[src/sv/cela_pkg.sv]
`timescale 1ns / 1ps
// ----------------------------------------------------------------------------
// cela_pkg
// Shared widths, limits and the queue item type of the loss accumulator.
// ----------------------------------------------------------------------------
package cela_pkg;

   localparam int MAX_BATCH  = 256;
   localparam int PROB_W     = 17;
   localparam int EXP_W      = 5;
   localparam int MANT_W     = 31;
   localparam int FRAC_W     = 16;
   localparam int LOSS_W     = 24;
   localparam int ACC_W      = 32;
   localparam int BATCH_W    = 40;
   localparam int EPOCH_CNT_W = 20;
   localparam int SAMP_W     = $clog2(MAX_BATCH + 1);
   localparam int QUEUE_DEPTH = 4;
   localparam int QPTR_W     = $clog2(QUEUE_DEPTH);

   localparam logic [LOSS_W-1:0] LOSS_MAX = {LOSS_W{1'b1}};

   typedef struct packed {
      logic [PROB_W-1:0] true_prob;
      logic [MANT_W-1:0] mant;       // Q1.30, top bit set
      logic [EXP_W-1:0]  expo;       // index of leading one
      logic              sample_end;
      logic              batch_end;
   } cela_item_type;

endpackage

[src/sv/cela_front.sv]
`timescale 1ns / 1ps
// ----------------------------------------------------------------------------
// cela_front
// Accepts class elements, clamps and normalises the prediction, and queues.
// ----------------------------------------------------------------------------
module cela_front (
   input  logic                        clock,
   input  logic                        reset,
   input  logic                        req_valid,
   output logic                        req_stall,
   input  logic [cela_pkg::PROB_W-1:0] req_true_prob,
   input  logic [cela_pkg::PROB_W-1:0] req_pred_prob,
   input  logic                        req_sample_end,
   input  logic                        req_batch_end,
   output logic                        q_valid,
   output cela_pkg::cela_item_type     q_item,
   input  logic                        q_pop
);
   import cela_pkg::*;

   cela_item_type            mem_ff [QUEUE_DEPTH];
   logic [QPTR_W-1:0]        wr_ptr_ff, wr_ptr_in, rd_ptr_ff, rd_ptr_in;
   logic [QPTR_W:0]          count_ff, count_in;
   logic [PROB_W-1:0]        p_clamp;
   logic [EXP_W-1:0]         expo;
   logic                     push;
   cela_item_type            item;

   always_comb begin
      p_clamp = (req_pred_prob == '0) ? PROB_W'(1) : req_pred_prob;
      expo = '0;
      for (int i = 0; i < PROB_W; i++) begin
         if (p_clamp[i]) expo = EXP_W'(i);
      end
      item.true_prob  = req_true_prob;
      item.mant       = {{(MANT_W-PROB_W){1'b0}}, p_clamp} << (EXP_W'(MANT_W - 1) - expo);
      item.expo       = expo;
      item.sample_end = req_sample_end;
      item.batch_end  = req_sample_end & req_batch_end;
   end

   assign req_stall = (count_ff == (QPTR_W+1)'(QUEUE_DEPTH));
   assign push      = req_valid & ~req_stall;
   assign q_valid   = (count_ff != '0);
   assign q_item    = mem_ff[rd_ptr_ff];

   always_comb begin
      wr_ptr_in = push  ? wr_ptr_ff + 1'b1 : wr_ptr_ff;
      rd_ptr_in = q_pop ? rd_ptr_ff + 1'b1 : rd_ptr_ff;
      count_in  = count_ff + (QPTR_W+1)'(push) - (QPTR_W+1)'(q_pop);
   end

   always_ff @(posedge clock) begin
      if (reset) begin
         wr_ptr_ff <= '0;
         rd_ptr_ff <= '0;
         count_ff  <= '0;
      end else begin
         wr_ptr_ff <= wr_ptr_in;
         rd_ptr_ff <= rd_ptr_in;
         count_ff  <= count_in;
      end
   end

   always_ff @(posedge clock) begin
      if (push) mem_ff[wr_ptr_ff] <= item;
   end

   a_pop_needs_data: assert property (@(posedge clock) disable iff (reset)
      q_pop |-> q_valid) else $error("queue popped while empty");
   a_count_bound: assert property (@(posedge clock) disable iff (reset)
      count_ff <= (QPTR_W+1)'(QUEUE_DEPTH)) else $error("queue count overrun");
   a_count_step: assert property (@(posedge clock) disable iff (reset)
      push && !q_pop |=> count_ff == $past(count_ff) + 1'b1)
      else $error("queue count missed a push");

endmodule

[src/sv/cela_back.sv]
`timescale 1ns / 1ps
// ----------------------------------------------------------------------------
// cela_back
// Sequencer: iterative log2, term product, accumulators, mean divider and
// the result register.
// ----------------------------------------------------------------------------
module cela_back (
   input  logic                             clock,
   input  logic                             reset,
   input  logic                             q_valid,
   input  cela_pkg::cela_item_type          q_item,
   output logic                             q_pop,
   output logic                             rsp_valid,
   input  logic                             rsp_stall,
   output logic [cela_pkg::LOSS_W-1:0]      rsp_loss_value,
   output logic                             rsp_result_kind,
   output logic [cela_pkg::BATCH_W-1:0]     rsp_epoch_total,
   output logic [cela_pkg::EPOCH_CNT_W-1:0] rsp_epoch_batches,
   output logic                             rsp_last
);
   import cela_pkg::*;

   localparam logic [3:0] S_IDLE = 4'd0, S_LOG = 4'd1, S_TERM = 4'd2, S_ACC = 4'd3,
                          S_LOSS = 4'd4, S_DLOAD = 4'd5, S_DIV = 4'd6, S_DONE = 4'd7,
                          S_OUT0 = 4'd8, S_OUT1 = 4'd9;
   localparam int DCNT_W = $clog2(BATCH_W);
   localparam int LMAG_W = FRAC_W + EXP_W;
   localparam int PROD_W = PROB_W + LMAG_W;
   localparam int TERM_W = PROD_W - FRAC_W;

   logic [3:0]               state_ff, state_in;
   cela_item_type            item_ff, item_in;
   logic [MANT_W-1:0]        mant_ff, mant_in;
   logic [FRAC_W-1:0]        frac_ff, frac_in;
   logic [DCNT_W-1:0]        cnt_ff, cnt_in;
   logic [PROD_W-1:0]        prod_ff, prod_in;
   logic                     neg_ff, neg_in;
   logic signed [ACC_W-1:0]  sacc_ff, sacc_in;
   logic [BATCH_W-1:0]       bacc_ff, bacc_in;
   logic [SAMP_W-1:0]        bsamp_ff, bsamp_in;
   logic [BATCH_W-1:0]       eacc_ff, eacc_in;
   logic [EPOCH_CNT_W-1:0]   ecnt_ff, ecnt_in;
   logic [LOSS_W-1:0]        loss_ff, loss_in, mean_ff, mean_in;
   logic [BATCH_W-1:0]       quo_ff, quo_in;
   logic [SAMP_W-1:0]        rem_ff, rem_in;
   logic                     rv_ff, rv_in, rkind_ff, rkind_in, rlast_ff, rlast_in;
   logic [LOSS_W-1:0]        rloss_ff, rloss_in;
   logic [BATCH_W-1:0]       rtot_ff, rtot_in;
   logic [EPOCH_CNT_W-1:0]   rcnt_ff, rcnt_in;

   logic [2*MANT_W-1:0]      sq;
   logic [MANT_W:0]          sq_sh;
   logic [LMAG_W-1:0]        lmag;
   logic [TERM_W-1:0]        term;
   logic [ACC_W:0]           acc_ext, sum;
   logic [ACC_W:0]           negacc;
   logic [BATCH_W:0]         bsum, esum;
   logic [SAMP_W:0]          trial;
   logic                     out_free, load;

   assign out_free = ~rv_ff | ~rsp_stall;

   always_comb begin
      state_in = state_ff;
      item_in  = item_ff;
      mant_in  = mant_ff;
      frac_in  = frac_ff;
      cnt_in   = cnt_ff;
      prod_in  = prod_ff;
      neg_in   = neg_ff;
      sacc_in  = sacc_ff;
      bacc_in  = bacc_ff;
      bsamp_in = bsamp_ff;
      eacc_in  = eacc_ff;
      ecnt_in  = ecnt_ff;
      loss_in  = loss_ff;
      mean_in  = mean_ff;
      quo_in   = quo_ff;
      rem_in   = rem_ff;
      q_pop    = 1'b0;
      load     = 1'b0;
      rkind_in = rkind_ff;
      rlast_in = rlast_ff;
      rloss_in = rloss_ff;
      rtot_in  = rtot_ff;
      rcnt_in  = rcnt_ff;

      sq    = mant_ff * mant_ff;
      sq_sh = sq[2*MANT_W-1 -: MANT_W+1];
      lmag  = (item_ff.expo == EXP_W'(FRAC_W)) ? LMAG_W'(frac_ff)
            : ((LMAG_W'(EXP_W'(FRAC_W) - item_ff.expo) << FRAC_W) - LMAG_W'(frac_ff));
      term    = prod_ff[PROD_W-1:FRAC_W];
      acc_ext = {sacc_ff[ACC_W-1], sacc_ff};
      sum     = neg_ff ? acc_ext - (ACC_W+1)'(term) : acc_ext + (ACC_W+1)'(term);
      negacc  = '0 - acc_ext;
      bsum    = {1'b0, bacc_ff} + (BATCH_W+1)'(loss_ff);
      esum    = {1'b0, eacc_ff} + (BATCH_W+1)'(mean_ff);
      trial   = {rem_ff, quo_ff[BATCH_W-1]};

      unique case (state_ff)
         S_IDLE: begin
            if (q_valid) begin
               q_pop    = 1'b1;
               item_in  = q_item;
               mant_in  = q_item.mant;
               frac_in  = '0;
               cnt_in   = '0;
               state_in = S_LOG;
            end
         end
         S_LOG: begin
            // one squaring per cycle yields one fraction bit
            frac_in = {frac_ff[FRAC_W-2:0], sq_sh[MANT_W]};
            mant_in = sq_sh[MANT_W] ? sq_sh[MANT_W:1] : sq_sh[MANT_W-1:0];
            cnt_in  = cnt_ff + 1'b1;
            if (cnt_ff == DCNT_W'(FRAC_W - 1)) state_in = S_TERM;
         end
         S_TERM: begin
            prod_in  = PROD_W'(item_ff.true_prob) * PROD_W'(lmag);
            neg_in   = (item_ff.expo != EXP_W'(FRAC_W));
            state_in = S_ACC;
         end
         S_ACC: begin
            if (sum[ACC_W] != sum[ACC_W-1])
               sacc_in = sum[ACC_W] ? {1'b1, {(ACC_W-1){1'b0}}} : {1'b0, {(ACC_W-1){1'b1}}};
            else
               sacc_in = sum[ACC_W-1:0];
            state_in = item_ff.sample_end ? S_LOSS : S_IDLE;
         end
         S_LOSS: begin
            if (negacc[ACC_W])
               loss_in = '0;
            else if (negacc > (ACC_W+1)'(LOSS_MAX))
               loss_in = LOSS_MAX;
            else
               loss_in = negacc[LOSS_W-1:0];
            sacc_in = '0;
            if (bsamp_ff < SAMP_W'(MAX_BATCH)) bsamp_in = bsamp_ff + 1'b1;
            state_in = S_DLOAD;
         end
         S_DLOAD: begin
            // batch sum takes the loss from its register, then divide if needed
            bacc_in  = bsum[BATCH_W] ? {BATCH_W{1'b1}} : bsum[BATCH_W-1:0];
            quo_in   = bsum[BATCH_W] ? {BATCH_W{1'b1}} : bsum[BATCH_W-1:0];
            rem_in   = '0;
            cnt_in   = '0;
            state_in = item_ff.batch_end ? S_DIV : S_OUT0;
         end
         S_DIV: begin
            if (trial >= {1'b0, bsamp_ff}) begin
               rem_in = SAMP_W'(trial - {1'b0, bsamp_ff});
               quo_in = {quo_ff[BATCH_W-2:0], 1'b1};
            end else begin
               rem_in = trial[SAMP_W-1:0];
               quo_in = {quo_ff[BATCH_W-2:0], 1'b0};
            end
            cnt_in = cnt_ff + 1'b1;
            if (cnt_ff == DCNT_W'(BATCH_W - 1)) state_in = S_DONE;
         end
         S_DONE: begin
            mean_in  = (quo_ff[BATCH_W-1:LOSS_W] != '0) ? LOSS_MAX : quo_ff[LOSS_W-1:0];
            if (ecnt_ff != {EPOCH_CNT_W{1'b1}}) ecnt_in = ecnt_ff + 1'b1;
            bacc_in  = '0;
            bsamp_in = '0;
            state_in = S_OUT0;
         end
         S_OUT0: begin
            if (item_ff.batch_end) begin
               eacc_in = esum[BATCH_W] ? {BATCH_W{1'b1}} : esum[BATCH_W-1:0];
            end
            if (out_free) begin
               load     = 1'b1;
               rloss_in = loss_ff;
               rkind_in = 1'b0;
               rtot_in  = '0;
               rcnt_in  = ecnt_ff;
               rlast_in = ~item_ff.batch_end;
               state_in = item_ff.batch_end ? S_OUT1 : S_IDLE;
            end
         end
         S_OUT1: begin
            if (out_free) begin
               load     = 1'b1;
               rloss_in = mean_ff;
               rkind_in = 1'b1;
               rtot_in  = eacc_ff;
               rcnt_in  = ecnt_ff;
               rlast_in = 1'b1;
               state_in = S_IDLE;
            end
         end
         default: state_in = S_IDLE;
      endcase

      // epoch sum is added once only: hold while the first result waits
      if (state_ff == S_OUT0 && item_ff.batch_end && !out_free) eacc_in = eacc_ff;
      if (state_ff == S_OUT0 && item_ff.batch_end && out_free)
         eacc_in = esum[BATCH_W] ? {BATCH_W{1'b1}} : esum[BATCH_W-1:0];

      rv_in = load ? 1'b1 : (rsp_stall ? rv_ff : 1'b0);
   end

   always_ff @(posedge clock) begin
      if (reset) begin
         state_ff <= S_IDLE;
         rv_ff    <= 1'b0;
         sacc_ff  <= '0;
         bacc_ff  <= '0;
         bsamp_ff <= '0;
         eacc_ff  <= '0;
         ecnt_ff  <= '0;
      end else begin
         state_ff <= state_in;
         rv_ff    <= rv_in;
         sacc_ff  <= sacc_in;
         bacc_ff  <= bacc_in;
         bsamp_ff <= bsamp_in;
         eacc_ff  <= eacc_in;
         ecnt_ff  <= ecnt_in;
      end
   end

   always_ff @(posedge clock) begin
      item_ff  <= item_in;
      mant_ff  <= mant_in;
      frac_ff  <= frac_in;
      cnt_ff   <= cnt_in;
      prod_ff  <= prod_in;
      neg_ff   <= neg_in;
      loss_ff  <= loss_in;
      mean_ff  <= mean_in;
      quo_ff   <= quo_in;
      rem_ff   <= rem_in;
      rkind_ff <= rkind_in;
      rlast_ff <= rlast_in;
      rloss_ff <= rloss_in;
      rtot_ff  <= rtot_in;
      rcnt_ff  <= rcnt_in;
   end

   assign rsp_valid         = rv_ff;
   assign rsp_loss_value    = rloss_ff;
   assign rsp_result_kind   = rkind_ff;
   assign rsp_epoch_total   = rtot_ff;
   assign rsp_epoch_batches = rcnt_ff;
   assign rsp_last          = rlast_ff;

   a_div_nonzero: assert property (@(posedge clock) disable iff (reset)
      state_ff == S_DIV |-> bsamp_ff != '0) else $error("divide by zero count");
   a_samp_bound: assert property (@(posedge clock) disable iff (reset)
      bsamp_ff <= SAMP_W'(MAX_BATCH)) else $error("sample count past limit");
   a_no_overwrite: assert property (@(posedge clock) disable iff (reset)
      load |-> !(rv_ff && rsp_stall)) else $error("result overwritten");
   a_pop_idle: assert property (@(posedge clock) disable iff (reset)
      q_pop |-> state_ff == S_IDLE) else $error("pop while busy");

endmodule

[src/sv/cross_entropy_loss_accumulator_core.sv]
`timescale 1ns / 1ps
// ----------------------------------------------------------------------------
// cross_entropy_loss_accumulator_core
// Categorical cross-entropy: sums true * log2(pred) per sample, emits the
// sample loss in Q8.16 and, at batch end, the batch mean with epoch totals.
// ----------------------------------------------------------------------------
//  channel | direction | handshake            | payload
//  req     | in        | req_valid/req_stall  | true_prob, pred_prob, sample_end, batch_end
//  rsp     | out       | rsp_valid/rsp_stall  | loss_value, result_kind, epoch_total,
//          |           |                      | epoch_batches, last
//
//  An element passes through the back end as dispatch, 16 log2 squarings on
//  the one 31x31 multiplier, term product and accumulate; a sample end adds
//  the loss, batch-sum and result states, a batch end the bit-serial mean divider.
//  A 4-entry queue decouples the req side; req_stall rises when it is full.
//  The result register holds under rsp_stall while work carries on behind it.
//  Reset is synchronous and active high and clears all accumulators.
// ----------------------------------------------------------------------------
module cross_entropy_loss_accumulator_core (
   input  logic                             clock,
   input  logic                             reset,
   input  logic                             req_valid,
   output logic                             req_stall,
   input  logic [cela_pkg::PROB_W-1:0]      req_true_prob,
   input  logic [cela_pkg::PROB_W-1:0]      req_pred_prob,
   input  logic                             req_sample_end,
   input  logic                             req_batch_end,
   output logic                             rsp_valid,
   input  logic                             rsp_stall,
   output logic [cela_pkg::LOSS_W-1:0]      rsp_loss_value,
   output logic                             rsp_result_kind,
   output logic [cela_pkg::BATCH_W-1:0]     rsp_epoch_total,
   output logic [cela_pkg::EPOCH_CNT_W-1:0] rsp_epoch_batches,
   output logic                             rsp_last
);
   import cela_pkg::*;

   logic          q_valid;
   logic          q_pop;
   cela_item_type q_item;

   // front: clamp zero prediction, find leading one, normalise, queue
   cela_front u_front (
      .clock          (clock),
      .reset          (reset),
      .req_valid      (req_valid),
      .req_stall      (req_stall),
      .req_true_prob  (req_true_prob),
      .req_pred_prob  (req_pred_prob),
      .req_sample_end (req_sample_end),
      .req_batch_end  (req_batch_end),
      .q_valid        (q_valid),
      .q_item         (q_item),
      .q_pop          (q_pop)
   );

   // back: log2, accumulation, mean division and result transfer
   cela_back u_back (
      .clock             (clock),
      .reset             (reset),
      .q_valid           (q_valid),
      .q_item            (q_item),
      .q_pop             (q_pop),
      .rsp_valid         (rsp_valid),
      .rsp_stall         (rsp_stall),
      .rsp_loss_value    (rsp_loss_value),
      .rsp_result_kind   (rsp_result_kind),
      .rsp_epoch_total   (rsp_epoch_total),
      .rsp_epoch_batches (rsp_epoch_batches),
      .rsp_last          (rsp_last)
   );

endmodule
[config.mk]
export PLATFORM = sky130hd
export DESIGN_NAME = cross_entropy_loss_accumulator_core
export DESIGN_NICKNAME = d
export VERILOG_FILES = /design/src/sv/cela_pkg.sv /design/src/sv/cela_front.sv /design/src/sv/cela_back.sv /design/src/sv/cross_entropy_loss_accumulator_core.sv
export SDC_FILE = /design/constraint.sdc
export NUM_CORES = 2
export LEC_CHECK = 0
export ABC_AREA = 1
export BUFFER_PORTS_ARGS = -buffer_cell sky130_fd_sc_hd__buf_2
export CORE_MARGIN = 5
export CORE_UTILIZATION = 55
export DETAILED_ROUTE_END_ITERATION = 8
export GPL_TIMING_DRIVEN = 0
export PLACE_DENSITY = 0.8
export SLEW_MARGIN = 10
export SYNTH_ARGS = -nofsm -noshare
export SYNTH_HDL_FRONTEND = slang
export SYNTH_HIERARCHICAL = 1
export SYNTH_SLANG_ARGS = --single-unit
[constraint.sdc]
create_clock -name clock -period 8.25 [get_ports clock]
set_clock_uncertainty 0.15 [all_clocks]
set_input_delay 0.4125 -clock clock [delete_from_list [all_inputs] [get_ports clock]]
set_output_delay 0.4125 -clock clock [all_outputs]
set_load 0.05 [all_outputs]
; ---- Word-level counts from Yosys, hierarchy flattened
; Memory sizes are Yosys's and may differ from the RTL's. A register that Yosys moved wholly into a read port is not among the register bits.
; Cells that the tools add are included.
[op_classes]
addsub = 16
multipliers = 2
order_cmp = 3
n_eq_ne = 24
n_shift = 1
mux = 73
bitwise = 7
n_reduce_logical = 28
[op_table]
columns = operator, n
row1 = 2-to-1 mux 40 bit, 8
row2 = case mux 40 bit (2 select lines), 3
row3 = adder 40 x 24 -> 41 bit, 2
row4 = 2-to-1 mux 24 bit, 3
row5 = 2-to-1 mux 32 bit, 2
row6 = case mux 32 bit (2 select lines), 1
row7 = multiplier 31 x 31 -> 62 bit, 1
row8 = 2-to-1 mux 31 bit, 2
row9 = case mux 31 bit (2 select lines), 1
row10 = 2-to-1 mux 4 bit, 15
row11 = case mux 24 bit (2 select lines), 1
row12 = case mux 4 bit (10 select lines), 1
row13 = multiplier 17 x 21 -> 38 bit, 1
row14 = case mux 9 bit (2 select lines), 2
row15 = adder 32 x 23 -> 33 bit, 1
row16 = "greater-than comparator 33 x 24 -> 1 bit, second input constant", 1
row17 = 2-to-1 mux 33 bit, 1
row18 = "subtractor 1 x 32 -> 33 bit, first input constant", 1
row19 = subtractor 32 x 23 -> 33 bit, 1
row20 = case mux 16 bit (2 select lines), 1
row21 = << shifter 17 x 5 -> 31 bit, 1
row22 = 2-to-1 mux 21 bit, 1
row23 = subtractor 21 x 16 -> 21 bit, 1
row24 = "adder 20 x 1 -> 20 bit, second input constant", 1
row25 = 46 further kinds, 101
[word_totals]
ff_bits = 452
ram_bits = 220
input_bits = 40
out_inout_bits = 88
wordCells = 183
mem_count = 1
[mem_list]
columns = name, depth, width, rd, rd_clocked_by_memory_dff, write_ports, line
row1 = u_front.mem_ff, 4, 55, 1, 1, 1, cela_front.sv:21  ; cela_item_type mem_ff [QUEUE_DEPTH];

; ---- Logic depth before layout (Yosys ltp)
[depth]
ltp_word = 20
depth_mapped = 37
ltp_nobuf = 36

; ---- Cells and area by module
; Netlist, hierarchy kept.
[by_module_without_submodules]
columns = module, n_inst, cells_per_inst, area_per_inst_um2, seq_area_each_um2
row1 = cela_back, 1, 8572, 66373.7, 11421.0
row2 = cela_front, 1, 879, 9923.3, 6786.5

; ---- Worst setup path after synthesis
; Ideal clock, no wire load.
[synth_timing]
kind = reg-to-reg
start = register u_back.mant_ff[8]
end = register u_back.mant_ff[4] (data pin)
setup_ns = 0.254
arrival_time_ns = 6.821
required_ns = 7.846
slack_ns = 1.026
path_stages_with_launch = 30
n_path_buf = 3
period_less_slack_ns = 7.224
path_cell_list = edfxtp_1 -> clkbuf_1 -> buf_1 -> nand2_1 -> fa_1 -> fa_1 -> inv_1 -> fa_1 -> inv_1 -> fa_1 -> inv_1 -> fa_1 -> fa_1 -> fa_1 -> inv_1 -> fa_1 -> inv_1 -> ha_1 -> nand2_1 -> nor2_1 -> nand2_1 -> nor4_1 -> nand2_1 -> nand2_1 -> nand2_1 -> nand2_4 -> buf_6 -> nand2_1 -> nand3_1 -> nand2_1
[synth_between]
elab_chain_cells = 3
[synth_lines]
columns = item, line
row1 = from (decl), cela_back.sv:33  ; logic [MANT_W-1:0] mant_ff, mant_in;
row2 = from (signal assigned), cela_back.sv:225  ; mant_ff <= mant_in;
row3 = multiplier 31 x 31 -> 62 bit, cela_back.sv:88  ; sq = mant_ff * mant_ff;
row4 = 2-to-1 mux 31 bit, cela_back.sv:114  ; mant_in = sq_sh[MANT_W] ? sq_sh[MANT_W:1] : sq_sh[MANT_W-1:0];
row5 = case mux 31 bit (2 select lines), cela_back.sv:100  ; unique case (state_ff)
row6 = via u_back.mant_in[4], cela_back.sv:33
; The timed path passes the listed nets, and every way through them passes these cells.
; A chain may end at the register's enable or synchronous reset.

; ---- Final worst setup path
[layout_timing]
start = register u_back.mant_ff[13]
end = register u_back.mant_ff[24] (data pin)
; The elaborated chain is that of the path after synthesis.

==> key figures <==
Outcome
  – Run status: complete, no violations

Route
  – Total number of vias: about 65k
  – Wirelength, routed: between 200 and 250 mm
  – Detail-routed via count per cell: 5.569
  – Detail-routed net length per standard cell: 20.09 um
  – Post-route antenna net violation count: 0
  – Remaining design rule violation count: 0
  – Number of detailed-route iterations in the first pass: 7
  – Number of DRC violations after detailed-routing iteration 0: 6708

Setup path
  – Reg2Reg Depth: 27
  – Crit-path max cell delay: 0.58 ns
  – Sort of element at the start of the critical path: register
  – Category of the critical setup timing path: register to register
  – Largest fanout on the critical path: 10
  – Endpoint kind of the worst setup timing path: register
  – WP data required: 8.45 ns
  – Library cell appearing most often on the critical path: sky130_fd_sc_hd__fa_1
  – CP max-delay cell: sky130_fd_sc_hd__fa_1
  – Family with the most delay on the worst path: adder cells
  – Arrival time of data at the critical path endpoint: 8.36 ns
  – Buffer and inverter count on the worst path: 7
  – Critical path depth in cells: 27

Logic synthesis
  – Dominant register cell in the synthesized netlist: sky130_fd_sc_hd__edfxtp_1
  – Sequential cell area fraction in the yosys report: 23.86%
  – Post-Synthesis Mean Instance Area: 8.073 sq um
  – Total standard cell area after synthesis: 76300 sq um
  – Number of distinct library cell variants in the gate-level netlist after synthesis: 67
  – Cell count after synthesis: 9451
  – Flip-flop and latch count after synthesis: 658
  – FFs w/ async S/R, synth: 0%
  – Yosys Warn Count: 6
  – EDFF count, synth: 503

Finish
  – Area growth, synth to finish: 8.642%
  – Area taken by multi-input logic gates: 48890 sq um
  – Most common library cell in the layout ignoring fill and taps: sky130_fd_sc_hd__nand2_1
  – Finished Layout Cells: roughly 12k
  – Number of filler instances in the final layout: 11.93k
  – Most used cells in the layout excluding fill and tap cells: sky130_fd_sc_hd__nand2_1 (2294), sky130_fd_sc_hd__inv_1 (2154), sky130_fd_sc_hd__fa_1 (1034)
  – Layout net count: roughly 11k
  – Sequential cell area: 18210 sq um
  – Layout cell share with drive strength beyond 1: 6.069%

Clock network
  – Number of buffers added by the clock tree synthesis step: 73
  – H-tree depth: 3
  – Clk slew on worst S/H paths: 0.07 ns
  – CTS tree: built
  – Number of clock sinks: approximately 660
  – Clock insertion delay at the later pin of the skew report: 0.69 ns
  – Master cell of the clock root buffer: sky130_fd_sc_hd__clkbuf_16
  – CTS Buffer Depth: 3

Global routing
  – Via count of the first global-routing pass: 64.92k
  – Total GRT Usage: 31.71%
  – Antenna violations before repair: 8
  – Global-route wire length before repair: 360.2 mm
  – Remaining global-route overflow: 0
  – Maximum number of pins on one net before global-route repair: 36

Worst hold path
  – Hold Crit Depth: 3
  – Worst min-delay path category: primary input to register

Timing
  – Share of the cycle needed by the critical path after routing: 98.95%
  – Slew at the pin closest to its max-slew limit: 1.169 ns
  – Maximum frequency from static timing analysis: 122.5 MHz
  – Number of hold-slack violations in the final timing report: 0
  – Number of failing setup endpoints in the final timing report: 0
  – Max-Slew Margin vs Limit: 22.04%
  – Minimum period implied by the final worst setup slack: 8.164 ns
  – Max-slew violation count: 0

Place
  – HPWL after detailed placement: approximately 190 mm
  – GPL Wtd Cong: 1.021
  – Number of buffers inserted by port buffering: 126
  – Post-placement cell count: 11.40k

Job
  – MaxCap Viol Count: 0

Floorplanning
  – Die Outline Area: 146300 sq um
  – Starting density of the core: 55.42%
  – Site row count: 136
  – DIE HEIGHT: between 300 and 400 um
  – I/O pin count: 128
  – Floorplan Core Area: 137700 sq um
  – Die boundary width: between 300 and 400 um
-- synth_stat cells, types with 25 or more instances --
master                     instances  share of area, %
sky130_fd_sc_hd__a21oi_1         356               2.3
sky130_fd_sc_hd__buf_2            25              0.16
sky130_fd_sc_hd__clkbuf_1        221               1.1
sky130_fd_sc_hd__dfxtp_1         155               4.1
sky130_fd_sc_hd__edfxtp_1        503                20
sky130_fd_sc_hd__fa_1           1034                27
sky130_fd_sc_hd__ha_1            482               7.9
sky130_fd_sc_hd__inv_1          2155                11
sky130_fd_sc_hd__nand2_1        2297                11
sky130_fd_sc_hd__nand3_1         395               2.6
sky130_fd_sc_hd__nand3_2          30              0.39
sky130_fd_sc_hd__nand3b_1         25              0.25
sky130_fd_sc_hd__nand4_1         104              0.85
sky130_fd_sc_hd__nor2_1          768               3.8
sky130_fd_sc_hd__nor3_1           70              0.46
sky130_fd_sc_hd__o21ai_0         321               2.1
sky130_fd_sc_hd__o21bai_1         37              0.36
sky130_fd_sc_hd__o22ai_1          55              0.45
sky130_fd_sc_hd__xnor2_1          66              0.76
sky130_fd_sc_hd__xor2_1           82              0.94
-- timing repair --
action / 4_1_cts / 5_1_grt
cloned: 0 / 0
resized for setup: 112 / 136
hold buffers: 20 / 0
endpoints found under the setup margin: 34 / 52
endpoints found under the hold margin: 80 / 0
buffers inserted: 6 / 21
-- routing by layer --
metal | wire length, um | share of wire, % | vias up | track usage, %
li1 | - | - | 29430 | -
met1 | 92620 | 40 | 31120 | 42.79
met2 | 103600 | 45 | 3311 | 49.60
met3 | 23790 | 10 | 658 | 6.530
met4 | 12610 | 5.4 | 4 | 14.56
met5 | 58 | 0.025 | - | 0
-- layout make-up --
class                   count  share of cell area, %
multi-input cells        6345                  58.98
flip-flops and latches    658                  21.97
inverters                2172                  9.840
well taps                1794                  2.708
clock buffers              92                  2.389
plain buffers             286                  1.882
repair buffers            191                  1.660
clock inverters            43                 0.5645
diodes                      4                0.01208
-- final timing paths --
kind                                    startpoint                           to  slack [ns]
worst max register to register  u_back/mant_ff[13]           u_back/mant_ff[24]        0.09
worst min register to register   u_back/ecnt_ff[3]  u_back/rsp_epoch_batches[3]        0.29
worst min-delay path             req_pred_prob[15]        u_front/mem_ff[1][37]        0.07
worst max-delay path            u_back/mant_ff[13]           u_back/mant_ff[24]        0.09
-- registers in the layout, summed over array words and instances, names as in the netlist, 16 cells and up, named ones only --
name,flops
u_back/bacc_ff,40
u_back/eacc_ff,40
u_back/ecnt_ff,20
u_back/frac_ff,16
u_back/item_ff,24
u_back/loss_ff,24
u_back/mant_ff,31
u_back/mean_ff,24
u_back/prod_ff,22
u_back/quo_ff,40
u_back/rsp_epoch_batches,20
u_back/rsp_epoch_total,40
u_back/rsp_loss_value,24
u_back/sacc_ff,32
u_front/mem_ff,220
-- logic make-up after synthesis --
| kind of cell | count (synthesis) | synth area share [%] |
|---|---|---|
| and+or+nand+nor | 3797 | 20.79 |
| other | 1 | 0.004915 |
| adders and majority gates | 1516 | 35.04 |
| xor gates and xnor gates | 151 | 1.763 |
| AOI/OAI and AO/OA | 865 | 6.178 |
| DFF | 658 | 23.86 |
| buffers and inverters | 2463 | 12.36 |
-- per-stage QoR --
stage	instance area (sq um)	hold WS, ns	utilization [%]	worst slack (ns)	TNS, ns
finish	82890	0.06980	60.21	0.08635	0
global route	82880	0.05836	60.21	-0.03352	-0.2454
CTS	82540	0.02011	59.96	0.008219	0
detailed placement	79650	0.2726	57.86	-1.435	-41.46
global placement	79230	0.2765	57.55	-1.438	-41.66
floorplan	76350	0.2564	-	1.026	0
-- worst min-delay path: stages --
cell and delay [ns]:
sky130_fd_sc_hd__buf_2 0.13, sky130_fd_sc_hd__o21ai_0 0.09, sky130_fd_sc_hd__nand2_1 0.11
Power is not shown: default switching activity piles up to over one toggle a cycle in this logic, so the estimate is an artifact.
